$ cat src/sv/u2u_pkg.sv
package u2u_pkg;

  typedef enum logic [2:0] {
    ST_OK         = 3'd0,
    ST_INCOMPLETE = 3'd1,
    ST_ILLEGAL    = 3'd2,
    ST_PENDING    = 3'd3,
    ST_RESET      = 3'd4
  } status_t;

  typedef enum logic {
    OP_CONVERT = 1'b0,
    OP_RESET   = 1'b1
  } op_t;

  localparam logic [15:0] HI_SURR_BASE = 16'hD800;
  localparam logic [5:0]  HI_SURR_TAG  = 6'b110110;
  localparam logic [5:0]  LO_SURR_TAG  = 6'b110111;
  localparam logic [20:0] SUPP_BASE    = 21'h10000;
  localparam logic [20:0] CP_MAX       = 21'h10FFFF;

  typedef struct packed {
    logic       operation;
    logic [7:0] byte_first;
    logic [7:0] byte_second;
    logic [7:0] byte_third;
    logic [7:0] byte_fourth;
    logic [2:0] bytes_available;
  } in_item_t;

  typedef struct packed {
    logic [15:0] unit;
    status_t     status;
    logic [2:0]  consumed;
  } out_item_t;

  // decoder result plus the store contents to keep once the item leaves the input register
  typedef struct packed {
    out_item_t   res;
    logic [15:0] pend_nxt;
  } dec_res_t;

endpackage

$ cat src/sv/u2u_if.sv
interface u2u_in_if;
  import u2u_pkg::*;

  logic     valid;
  logic     ready;
  in_item_t item;

  modport source (output valid, output item, input ready);
  modport sink   (input valid, input item, output ready);
endinterface

interface u2u_out_if;
  import u2u_pkg::*;

  logic      valid;
  logic      ready;
  out_item_t item;

  modport source (output valid, output item, input ready);
  modport sink   (input valid, input item, output ready);
endinterface

$ cat src/sv/utf8_to_utf16_converter.sv
// channel  dir  payload                                           handshake
// in_ch    in   operation, byte_first..byte_fourth, bytes_avail  valid/ready
// out_ch   out  unit, status, consumed                            valid/ready
//
// one item per cycle sustained while out_ch is not stalled; an accepted item passes
// through the input register, the decode and the result register
// the stored low surrogate is read and updated in the decode step, so the
// next item sees it without a gap
// rst_n (synchronous) empties both registers and clears the stored surrogate
// a stalled result holds; the input register refills whenever the result moves on
module utf8_to_utf16_converter (
  input  logic       clk,
  input  logic       rst_n,
  u2u_in_if.sink     in_ch,
  u2u_out_if.source  out_ch
);
  import u2u_pkg::*;

  logic      stage_v_r;
  in_item_t  stage_r;
  logic      out_v_r;
  out_item_t out_r;
  logic [15:0] pending_low_r;
  dec_res_t  dec;
  logic      advance;

  u2u_decode u_decode (
    .item     (stage_r),
    .pend_low (pending_low_r),
    .dec      (dec)
  );

  assign advance     = stage_v_r && (!out_v_r || out_ch.ready);
  assign in_ch.ready = !stage_v_r || advance;
  assign out_ch.valid = out_v_r;
  assign out_ch.item  = out_r;

  always_ff @(posedge clk) begin
    if (!rst_n) begin
      stage_v_r     <= 1'b0;
      out_v_r       <= 1'b0;
      pending_low_r <= '0;
    end else begin
      if (in_ch.ready) stage_v_r <= in_ch.valid;
      if (advance) begin
        out_v_r       <= 1'b1;
        pending_low_r <= dec.pend_nxt;
      end else if (out_ch.ready) begin
        out_v_r <= 1'b0;
      end
    end
  end

  always_ff @(posedge clk) begin
    if (in_ch.ready && in_ch.valid) stage_r <= in_ch.item;
    if (advance) out_r <= dec.res;
  end

  // error and reset results carry no unit and no byte count
  a_err_zero: assert property (@(posedge clk) disable iff (!rst_n)
    out_v_r && (out_r.status == ST_ILLEGAL || out_r.status == ST_INCOMPLETE ||
                out_r.status == ST_RESET)
    |-> out_r.unit == '0 && out_r.consumed == '0)
    else $error("error result with nonzero unit or count");

  // a stored unit is always a low surrogate
  a_pend_low: assert property (@(posedge clk) disable iff (!rst_n)
    pending_low_r != '0 |-> pending_low_r[15:10] == LO_SURR_TAG)
    else $error("stored unit is not a low surrogate");

  // a high surrogate sent out leaves a low one stored
  a_hi_stores: assert property (@(posedge clk) disable iff (!rst_n)
    advance && dec.res.status == ST_OK && dec.res.unit[15:10] == HI_SURR_TAG
    |=> pending_low_r != '0)
    else $error("high surrogate given without storing the low one");

  // a waiting item is not lost while the result is stalled
  a_stage_hold: assert property (@(posedge clk) disable iff (!rst_n)
    stage_v_r && !advance |=> stage_v_r && $stable(stage_r))
    else $error("waiting item dropped");

  // the stored surrogate only leaves as a pending result
  a_pend_out: assert property (@(posedge clk) disable iff (!rst_n)
    advance && stage_r.operation == OP_CONVERT && pending_low_r != '0
    |=> out_r.status == ST_PENDING && pending_low_r == '0)
    else $error("stored unit not delivered");

endmodule

$ cat src/sv/u2u_decode.sv
module u2u_decode (
  input  u2u_pkg::in_item_t  item,
  input  logic [15:0]        pend_low,
  output u2u_pkg::dec_res_t  dec
);
  import u2u_pkg::*;

  logic [7:0]  b0, b1, b2, b3;
  logic [2:0]  avail;
  logic [2:0]  len;
  logic        bad_lead;
  logic        cont1_ok, cont2_ok, cont3_ok;
  logic [10:0] cp2;
  logic [15:0] cp3;
  logic [20:0] cp4;
  logic [19:0] supp;

  always_comb begin
    b0 = item.byte_first;
    b1 = item.byte_second;
    b2 = item.byte_third;
    b3 = item.byte_fourth;
    avail = item.bytes_available[2] ? 3'd4 : item.bytes_available;

    bad_lead = 1'b0;
    len = 3'd1;
    if (b0[7:5] == 3'b110) begin
      len = 3'd2;
    end else if (b0[7:4] == 4'b1110) begin
      len = 3'd3;
    end else if (b0[7:3] == 5'b11110) begin
      len = 3'd4;
    end else if (b0[7]) begin
      bad_lead = 1'b1;
    end

    cont1_ok = (b1[7:6] == 2'b10);
    cont2_ok = (b2[7:6] == 2'b10);
    cont3_ok = (b3[7:6] == 2'b10);

    cp2  = {b0[4:0], b1[5:0]};
    cp3  = {b0[3:0], b1[5:0], b2[5:0]};
    cp4  = {b0[2:0], b1[5:0], b2[5:0], b3[5:0]};
    supp = 20'(cp4 - SUPP_BASE);
  end

  always_comb begin
    dec.res.unit     = '0;
    dec.res.status   = ST_ILLEGAL;
    dec.res.consumed = '0;
    dec.pend_nxt     = pend_low;

    if (item.operation == OP_RESET) begin
      // a stored low surrogate blocks the reset and stays
      if (pend_low == '0) dec.res.status = ST_RESET;
    end else if (pend_low != '0) begin
      dec.res.unit   = pend_low;
      dec.res.status = ST_PENDING;
      dec.pend_nxt   = '0;
    end else if (avail == 3'd0) begin
      dec.res.status = ST_INCOMPLETE;
    end else if (bad_lead) begin
      dec.res.status = ST_ILLEGAL;
    end else if (avail < len) begin
      dec.res.status = ST_INCOMPLETE;
    end else begin
      case (len)
        3'd1: begin
          dec.res.unit     = {8'h00, b0};
          dec.res.status   = ST_OK;
          dec.res.consumed = 3'd1;
        end
        3'd2: begin
          if (cont1_ok && cp2 >= 11'h080) begin
            dec.res.unit     = {5'd0, cp2};
            dec.res.status   = ST_OK;
            dec.res.consumed = 3'd2;
          end
        end
        3'd3: begin
          // overlong forms and surrogate code points are rejected
          if (cont1_ok && cont2_ok && cp3 >= 16'h0800 && cp3[15:11] != 5'b11011) begin
            dec.res.unit     = cp3;
            dec.res.status   = ST_OK;
            dec.res.consumed = 3'd3;
          end
        end
        3'd4: begin
          if (cont1_ok && cont2_ok && cont3_ok && cp4 >= SUPP_BASE && cp4 <= CP_MAX) begin
            dec.res.unit     = HI_SURR_BASE + {6'd0, supp[19:10]};
            dec.res.status   = ST_OK;
            dec.res.consumed = 3'd4;
            dec.pend_nxt     = {LO_SURR_TAG, supp[9:0]};
          end
        end
        default: begin
          dec.res.status = ST_ILLEGAL;
        end
      endcase
    end
  end

endmodule
$ cat src/flat_wrapper.sv
// flat-port wrapper written by rule: the top's interface ports become plain ports
module utf8_to_utf16_converter_flat import u2u_pkg::*;
  (clk, rst_n, in_ch_valid, in_ch_item, in_ch_ready, out_ch_valid, out_ch_item, out_ch_ready);
  u2u_in_if in_ch_i ();
  u2u_out_if out_ch_i ();
  input  logic clk;
  input  logic rst_n;
  input wire logic [$bits(in_ch_i.valid)-1:0] in_ch_valid;
  input wire logic [$bits(in_ch_i.item)-1:0] in_ch_item;
  output wire logic [$bits(in_ch_i.ready)-1:0] in_ch_ready;
  output wire logic [$bits(out_ch_i.valid)-1:0] out_ch_valid;
  output wire logic [$bits(out_ch_i.item)-1:0] out_ch_item;
  input wire logic [$bits(out_ch_i.ready)-1:0] out_ch_ready;
  assign in_ch_i.valid = in_ch_valid;
  assign in_ch_i.item = in_ch_item;
  assign in_ch_ready = in_ch_i.ready;
  assign out_ch_valid = out_ch_i.valid;
  assign out_ch_item = out_ch_i.item;
  assign out_ch_i.ready = out_ch_ready;
  utf8_to_utf16_converter u_core (.clk(clk), .rst_n(rst_n), .in_ch(in_ch_i), .out_ch(out_ch_i));
endmodule
$ cat config.mk
export PLATFORM = sky130hd
export DESIGN_NAME = utf8_to_utf16_converter_flat
export DESIGN_NICKNAME = d
export VERILOG_FILES = /design/src/sv/u2u_pkg.sv /design/src/sv/u2u_if.sv /design/src/sv/utf8_to_utf16_converter.sv /design/src/sv/u2u_decode.sv /design/src/flat_wrapper.sv
export SDC_FILE = /design/constraint.sdc
export NUM_CORES = 1
export LEC_CHECK = 0
export ABC_AREA = 1
export BUFFER_PORTS_ARGS = -buffer_cell sky130_fd_sc_hd__buf_2
export CORE_MARGIN = 2
export CORE_UTILIZATION = 55
export CTS_CLUSTER_DIAMETER = 60
export CTS_CLUSTER_SIZE = 16
export DETAILED_ROUTE_END_ITERATION = 10
export PLACE_DENSITY = 0.87
export RECOVER_POWER = 100
export SLEW_MARGIN = 0
export SYNTH_ARGS = -nofsm -noshare
export SYNTH_HDL_FRONTEND = slang
export SYNTH_SLANG_ARGS = --single-unit
export TNS_END_PERCENT = 50
$ cat constraint.sdc
create_clock -name clk -period 3.2 [get_ports clk]
set_input_delay 0.16 -clock clk [delete_from_list [all_inputs] [get_ports clk]]
set_output_delay 0.16 -clock clk [all_outputs]
set_load 0.05 [all_outputs]
Word-level counts from Yosys, hierarchy flattened
Cells that the tools add are included.
{"block": "word_totals", "reg_bits": 76, "input_bits": 40, "output_inout_bits": 24, "elab_cells": 85}
{"block": "classes", "addsub": 2, "magnitude_cmp": 5, "eq_ne": 14, "muxes": 30, "n_bitwise": 1, "reduce_logical": 21}
{"operator": "16-bit two-way mux", "n": 8}
{"operator": "16-bit case mux with 4 select lines", "n": 1}
{"operator": "38-bit two-way mux", "n": 1}
{"operator": "3-bit two-way mux", "n": 9}
{"operator": "3-bit case mux with 4 select lines", "n": 2}
{"operator": "22-bit two-way mux", "n": 1}
{"operator": "21-bit by 17-bit >= comparator with 1-bit output, second input constant", "n": 1}
{"operator": "21-bit <= comparator, second input constant", "n": 1}
{"operator": "20-bit by 17-bit subtractor with 20-bit output, second input constant", "n": 1}
{"operator": "19-bit two-way mux", "n": 1}
{"operator": "17-bit two-way mux", "n": 1}
{"operator": "15-bit by 11-bit adder with 16-bit output, first input constant", "n": 1}
{"operator": "16-bit by 12-bit >= comparator with 1-bit output, second input constant", "n": 1}
{"operator": "16-bit zero test", "n": 1}
{"operator": "16-bit nonzero test", "n": 1}
{"operator": "11-bit by 8-bit >= comparator with 1-bit output, second input constant", "n": 1}
{"operator": "1-bit logical AND", "n": 9}
{"operator": "7-bit AND reduction", "n": 1}
{"operator": "2-bit equality test, second input constant", "n": 3}
{"operator": "3-bit by 2-bit equality test with 1-bit output, second input constant", "n": 2}
{"operator": "3-bit equality test, second input constant", "n": 2}
{"operator": "1-bit two-way mux", "n": 6}
{"operator": "2-bit nonzero test", "n": 3}
{"operator": "5-bit equality test, second input constant", "n": 1}
{"operator": "other kinds (11)", "n": 14}

Logic depth before layout (Yosys ltp)
{"block": "depth", "depth_word": 12, "depth_mapped": 15}

Hierarchy
From an unflattened synthesis, not the netlist that was laid out.
{"block": "unflattened", "hier_cells": 490, "area_unflattened_um2": 4155.2}
{"mod": "utf8_to_utf16_converter", "instances": 1, "cells_each": 176, "area_per_inst_um2": 2631.3, "seq_area_each_um2": 2102.0}
{"mod": "u2u_decode", "instances": 1, "cells_each": 314, "area_per_inst_um2": 1524.0, "seq_area_each_um2": 0.0}

Least setup slack after synthesis
Ideal clock, no wire load.
{"block": "synth_path", "path_type": "reg-to-reg", "startpoint": "register u_core.out_v_r, in the netlist u_core.out_ch.valid", "endpoint": "register u_core.stage_r[0] (netlist name), enable pin", "setup_ps": 421, "t_arrival_ps": 1847, "t_required_ps": 2779, "slack_ps": 933, "stages_incl_launch_ff": 4, "n_path_buf": 0, "period_less_slack_ps": 2267, "cell_sequence": "dfxtp_1 > nand3_1 > nand2_1 > inv_1"}
{"block": "synth_via", "elab_chain_len": 5}
{"item": "from (decl)", "line": "utf8_to_utf16_converter.sv:21", "text": "logic out_v_r;"}
{"item": "from (signal assigned)", "line": "utf8_to_utf16_converter.sv:41", "text": "out_v_r <= 1'b0;"}
{"item": "from (signal assigned)", "line": "utf8_to_utf16_converter.sv:46", "text": "out_v_r <= 1'b1;"}
{"item": "from (signal assigned)", "line": "utf8_to_utf16_converter.sv:49", "text": "out_v_r <= 1'b0;"}
{"item": "1-bit zero test", "line": "utf8_to_utf16_converter.sv:33", "text": "assign advance = stage_v_r && (!out_v_r || out_ch.ready);"}
{"item": "1-bit logical OR", "line": "utf8_to_utf16_converter.sv:33"}
{"item": "1-bit logical AND", "line": "utf8_to_utf16_converter.sv:33"}
{"item": "1-bit logical OR", "line": "utf8_to_utf16_converter.sv:34", "text": "assign in_ch.ready = !stage_v_r || advance;"}
{"item": "net in_ch_ready", "line": "flat_wrapper.sv:10", "text": "output wire logic [$bits(in_ch_i.ready)-1:0] in_ch_ready;"}
{"item": "1-bit logical AND", "line": "utf8_to_utf16_converter.sv:55", "text": "if (in_ch.ready && in_ch.valid) stage_r <= in_ch.item;"}
{"item": "to (signal assigned)", "line": "utf8_to_utf16_converter.sv:55"}
{"item": "to (decl)", "line": "utf8_to_utf16_converter.sv:20", "text": "in_item_t stage_r;"}
The timed path passes the listed nets, and every way through them passes these cells.
A chain may end at the register's enable or synchronous reset.

Worst setup path after layout
{"block": "layout_path", "startpoint": "register u_core.stage_r[30] (netlist name)", "endpoint": "register u_core.out_r, in the netlist u_core.out_ch.item[10] (data pin)"}
{"block": "layout_via", "elab_chain_len": 10, "word_cells_on_any_way": 25, "cone_classes": "order compare (3); eq/ne (6); mux (13); reduce/logical (3)"}
{"item": "parallel branches: the longest is 7 deep, another holds 16-bit by 12-bit >= comparator with 1-bit output"}
{"item": "16-bit two-way mux (*)", "line": "u2u_decode.sv:62", "text": "end else if (bad_lead) begin"}
{"item": "16-bit two-way mux (*)", "line": "u2u_decode.sv:60", "text": "end else if (avail == 3'd0) begin"}
{"item": "19-bit two-way mux (*)", "line": "u2u_decode.sv:56", "text": "end else if (pend_low != '0) begin"}
{"item": "to (signal assigned)", "line": "utf8_to_utf16_converter.sv:56", "text": "if (advance) out_r <= dec.res;"}
{"item": "to (decl)", "line": "utf8_to_utf16_converter.sv:22", "text": "out_item_t out_r;"}
Mark *: on every way between the ends.

==> results.json <==
{
  "status": "complete, but fails checks",
  "violated_checks": "capacitance limit, slew limit",
  "drt_iter0_drc": 241,
  "drv_cap": 1,
  "htree_num_levels": 3,
  "post_synth_num_cell_types": 33,
  "floorplan.die.height_um": 82.92,
  "end_kind": "register",
  "hold_path.startpoint": "in_ch_valid",
  "total_leakage_power_nw": 1.756,
  "num_vias": 2920,
  "die_width_um": 82.92,
  "commonest_cells_after_routing_fill_and_taps_aside": "sky130_fd_sc_hd__nand2_1, sky130_fd_sc_hd__edfxtp_1, sky130_fd_sc_hd__inv_1, sky130_fd_sc_hd__nor2_1",
  "ir_drop_v": 0.0004835,
  "fp.dieArea_um2": 6876,
  "n_fill_cell": 478,
  "yosys_register_bits": 71,
  "placeableCoreArea_um2": 5956,
  "hold_viol": 0,
  "edff_count_synth": 58,
  "cts.repair_timing.setup_buffer_count": 0,
  "post-route-drc-count": 0,
  "setup-tns-final_ps": 0,
  "grt_antenna_before_repair": 0,
  "worstSkewPairLatency_ps": 360,
  "mostFrequentLayoutCell": "sky130_fd_sc_hd__nand2_1",
  "r2r-end": "u_core.out_ch.item[10]",
  "endpoint_required_time_on_the_critical_path_ps": 3380,
  "r2r.worst_path.cells": 13,
  "cts_buffers": 9,
  "startpoint_type": "register",
  "critical_path_buf_inv_count": 3,
  "footprint_of_the_multi_input_gates_um2": 1109,
  "max_stage_delay_ps": 540,
  "finalSetupViolCount": 0,
  "timing.slew.headroom_pct": -21.93,
  "antennaDiodeCount": 0,
  "fin_worst_hold_slack_ps": 68.74,
  "dominantRegCellSynth": "sky130_fd_sc_hd__edfxtp_1",
  "combPwrFrac_pct": 11.1,
  "worstPathCellList": "inv_1 -> nand4_1 -> ha_1 -> nand2_1 -> inv_1 -> o21ai_2 -> nand2_1 -> nand2_1 -> nor2_1 -> nand2_1 -> inv_2 -> nand2_1 -> o21ai_0",
  "worst_setup_hold_path_clk_slew_ps": 70,
  "cts.repair.resized": 0,
  "cts_tree": "built",
  "cell_internal_pwr_mw": 1.572,
  "timing.critical_path.depth": 13,
  "detail-route-antenna-nets": 0,
  "period_share_pct": 83.72,
  "fmax_mhz": 373.3,
  "crit_path_frequent_cell": "sky130_fd_sc_hd__nand2_1",
  "cts.sink_count": 71,
  "path_max_fanout": 11,
  "power_frac_clock_pct": 37.2,
  "design.portCount": 64,
  "clk_root_buffer_cell": "sky130_fd_sc_hd__clkbuf_8",
  "postSynth.asyncResetShare_pct": 0,
  "grt_first_pass_wirelength_um": 13410,
  "routed_wl_um": 8213,
  "worst_path_max_delay_cell": "sky130_fd_sc_hd__edfxtp_1",
  "timing.critical_path.arrival_ps": 2860,
  "num_rows": 28,
  "groute.usage.overall_pct": 25.18,
  "ff2ff_setup_slack_ps": 520,
  "crit_path_end": "u_core.out_ch.item[10]",
  "min_period_ps": 2679,
  "detailed_place.area_um2": 3777,
  "power_per_cell_area_nw_per_um2": 487.7,
  "layout.area.seq_um2": 2002,
  "critical_path.startpoint": "u_core.stage_r[30]",
  "hp-class": "primary input to register",
  "unrepaired_setup_endpoints_after_global_routing": "false",
  "power.share.switching_pct": 24.98,
  "post-dp-hpwl_um": 5472,
  "drtPass1Iterations": 5,
  "r2r_start": "u_core.stage_r[30]",
  "post_synth_inst_count": 359,
  "clk_path_buf_depth": 2,
  "ys_warn_count": 0,
  "globalRoute.totalOverflow": 0,
  "syn_nets": 404,
  "mappedNetlistArea_um2": 3426,
  "flow.area_growth_from_synthesis_pct": 25.46,
  "layout-drive-gt1-share_pct": 13.52,
  "critPathKind": "register to register",
  "syn_area_per_cell_um2": 9.543,
  "sw_power_uw": 523.6,
  "finalNetCount": 506,
  "gp_congestion": 0.9973,
  "avgViaCountPerCell": 5.397,
  "finalMaxSlewViolations": 37,
  "grt_start_max_net_pins": 37,
  "slew_at_the_pin_closest_to_its_max_slew_limit_ps": 1829,
  "first_global_vias": 2784,
  "sequential_power_share_pct": 51.8,
  "skew_final_ps": 5.541,
  "design_area_um2": 4298,
  "ys_seq_area_share_pct": 58.44,
  "total_of_buffers_placed_on_input_and_output_ports": 63,
  "initial_core_util_pct": 57.52,
  "drt-wirelength-per-cell_um": 15.18,
  "worst_path_dominant_cell_family": "simple AND/OR/NAND/NOR gates"
}
==> state kept, by name, summed over array words and instances, names as in the netlist <==
| name | flops |
|---|---|
| u_core.out_ch.item | 22 |
| u_core.stage_r | 36 |
| u_core.pending_low_r | 11 |
| u_core.out_ch.valid | 1 |
| u_core.stage_v_r | 1 |
==> final cells by class <==
cell class	instances	share of cell area, %
inverters	56	4.891
clock inverters	3	0.3785
multi-input cells	222	25.79
well taps	75	2.183
flip-flops and latches	71	46.58
clock buffers	13	4.949
repair buffers	101	15.23
==> layer usage <==
metal / GRT usage, % / share of wire [%] / wire (um)
met1: 30.56 / 40 / 3247
met2: 40.84 / 49 / 4026
met3: 6.958 / 7.9 / 651
met4: 13.56 / 3.5 / 289
met5: 0 / 0 / 0
==> worst min-delay path by stage <==
stage | endpoint | slack, ps | depth (start not counted)
final | u_core.stage_v_r | 70 | 3
after global routing | u_core.stage_v_r | 60 | 3
after CTS | u_core.stage_v_r | 70 | 3
after detailed placement | u_core.stage_r[33] | 340 | 1
after global placement | u_core.stage_r[19] | 340 | 1
after floorplan | u_core.stage_r[0] | 260 | 0
==> through the flow <==
| step | instances | util [%] | power, mW | setup slack, ps |
|---|---|---|---|---|
| final | 541 | 72.16 | 2.096 | 521.0 |
| after global routing | 541 | 72.16 | 2.176 | 342.6 |
| after CTS | 541 | 73.32 | 2.097 | 836.0 |
| after detailed placement | 489 | 63.42 | 1.306 | 847.9 |
| after global placement | 489 | 63.42 | 1.299 | 878.4 |
| after floorplan | 359 | - | 1.239 | 932.8 |
==> power groups by stage <==
stage / clock network [mW] / registers [mW] / logic, mW
6_report: 0.779 / 1.08 / 0.232
5_1_grt: 0.835 / 1.09 / 0.252
4_1_cts: 0.777 / 1.08 / 0.238
3_5_place_dp: 0 / 1.10 / 0.203
3_3_place_gp: 0 / 1.10 / 0.200
2_1_floorplan: 0 / 1.15 / 0.0930
==> worst register-to-register path: cells and delay by family (launching register included) <==
| family | cells | cell delay [ps] |
|---|---|---|
| AND/OR/NAND/NOR | 7 | 1040 |
| flip-flops | 1 | 540 |
| adder cells (fa/ha/maj) | 1 | 410 |
| buffers and inverters | 3 | 360 |
| AO/OA/AOI/OAI | 2 | 160 |
==> cells in the mapped netlist, types with 2 or more instances <==
cell type	instances	share of area, %
sky130_fd_sc_hd__nand2_4	2	0.66
sky130_fd_sc_hd__a22oi_1	3	0.66
sky130_fd_sc_hd__inv_1	53	5.8
sky130_fd_sc_hd__nand4_1	18	3.3
sky130_fd_sc_hd__edfxtp_1	58	51
sky130_fd_sc_hd__inv_2	2	0.22
sky130_fd_sc_hd__o22ai_1	8	1.5
sky130_fd_sc_hd__a21oi_1	27	3.9
sky130_fd_sc_hd__o21ai_0	16	2.3
sky130_fd_sc_hd__nand2_1	63	6.9
sky130_fd_sc_hd__nand2_2	2	0.37
sky130_fd_sc_hd__dfxtp_1	13	7.6
sky130_fd_sc_hd__a21oi_2	2	0.51
sky130_fd_sc_hd__buf_6	4	1.3
sky130_fd_sc_hd__nor3_1	3	0.44
sky130_fd_sc_hd__nor2_1	42	4.6
sky130_fd_sc_hd__ha_1	5	1.8
sky130_fd_sc_hd__nor2_4	3	0.99
sky130_fd_sc_hd__nand3_1	17	2.5
sky130_fd_sc_hd__a31oi_1	2	0.37
sky130_fd_sc_hd__clkbuf_1	4	0.44
==> logic make-up (layout without fill, tap and decap cells) <==
group / after synthesis / count (layout) / synth area share, %
adder cells (fa/ha/maj): 5 / 5 / 1.826
buffers and inverters: 66 / 173 / 8.254
XOR/XNOR: 2 / 2 / 0.5114
flip-flops: 71 / 71 / 58.44
AO/OA/AOI/OAI: 60 / 60 / 9.679
AND/OR/NAND/NOR: 155 / 155 / 21.29
==> repair_timing <==
item,CTS,global route
hold buffers,36,0
hold endpoints to repair,36,0
endpoints found under the setup margin,0,0
No activity file was read; power rests on OpenSTA's default activity.
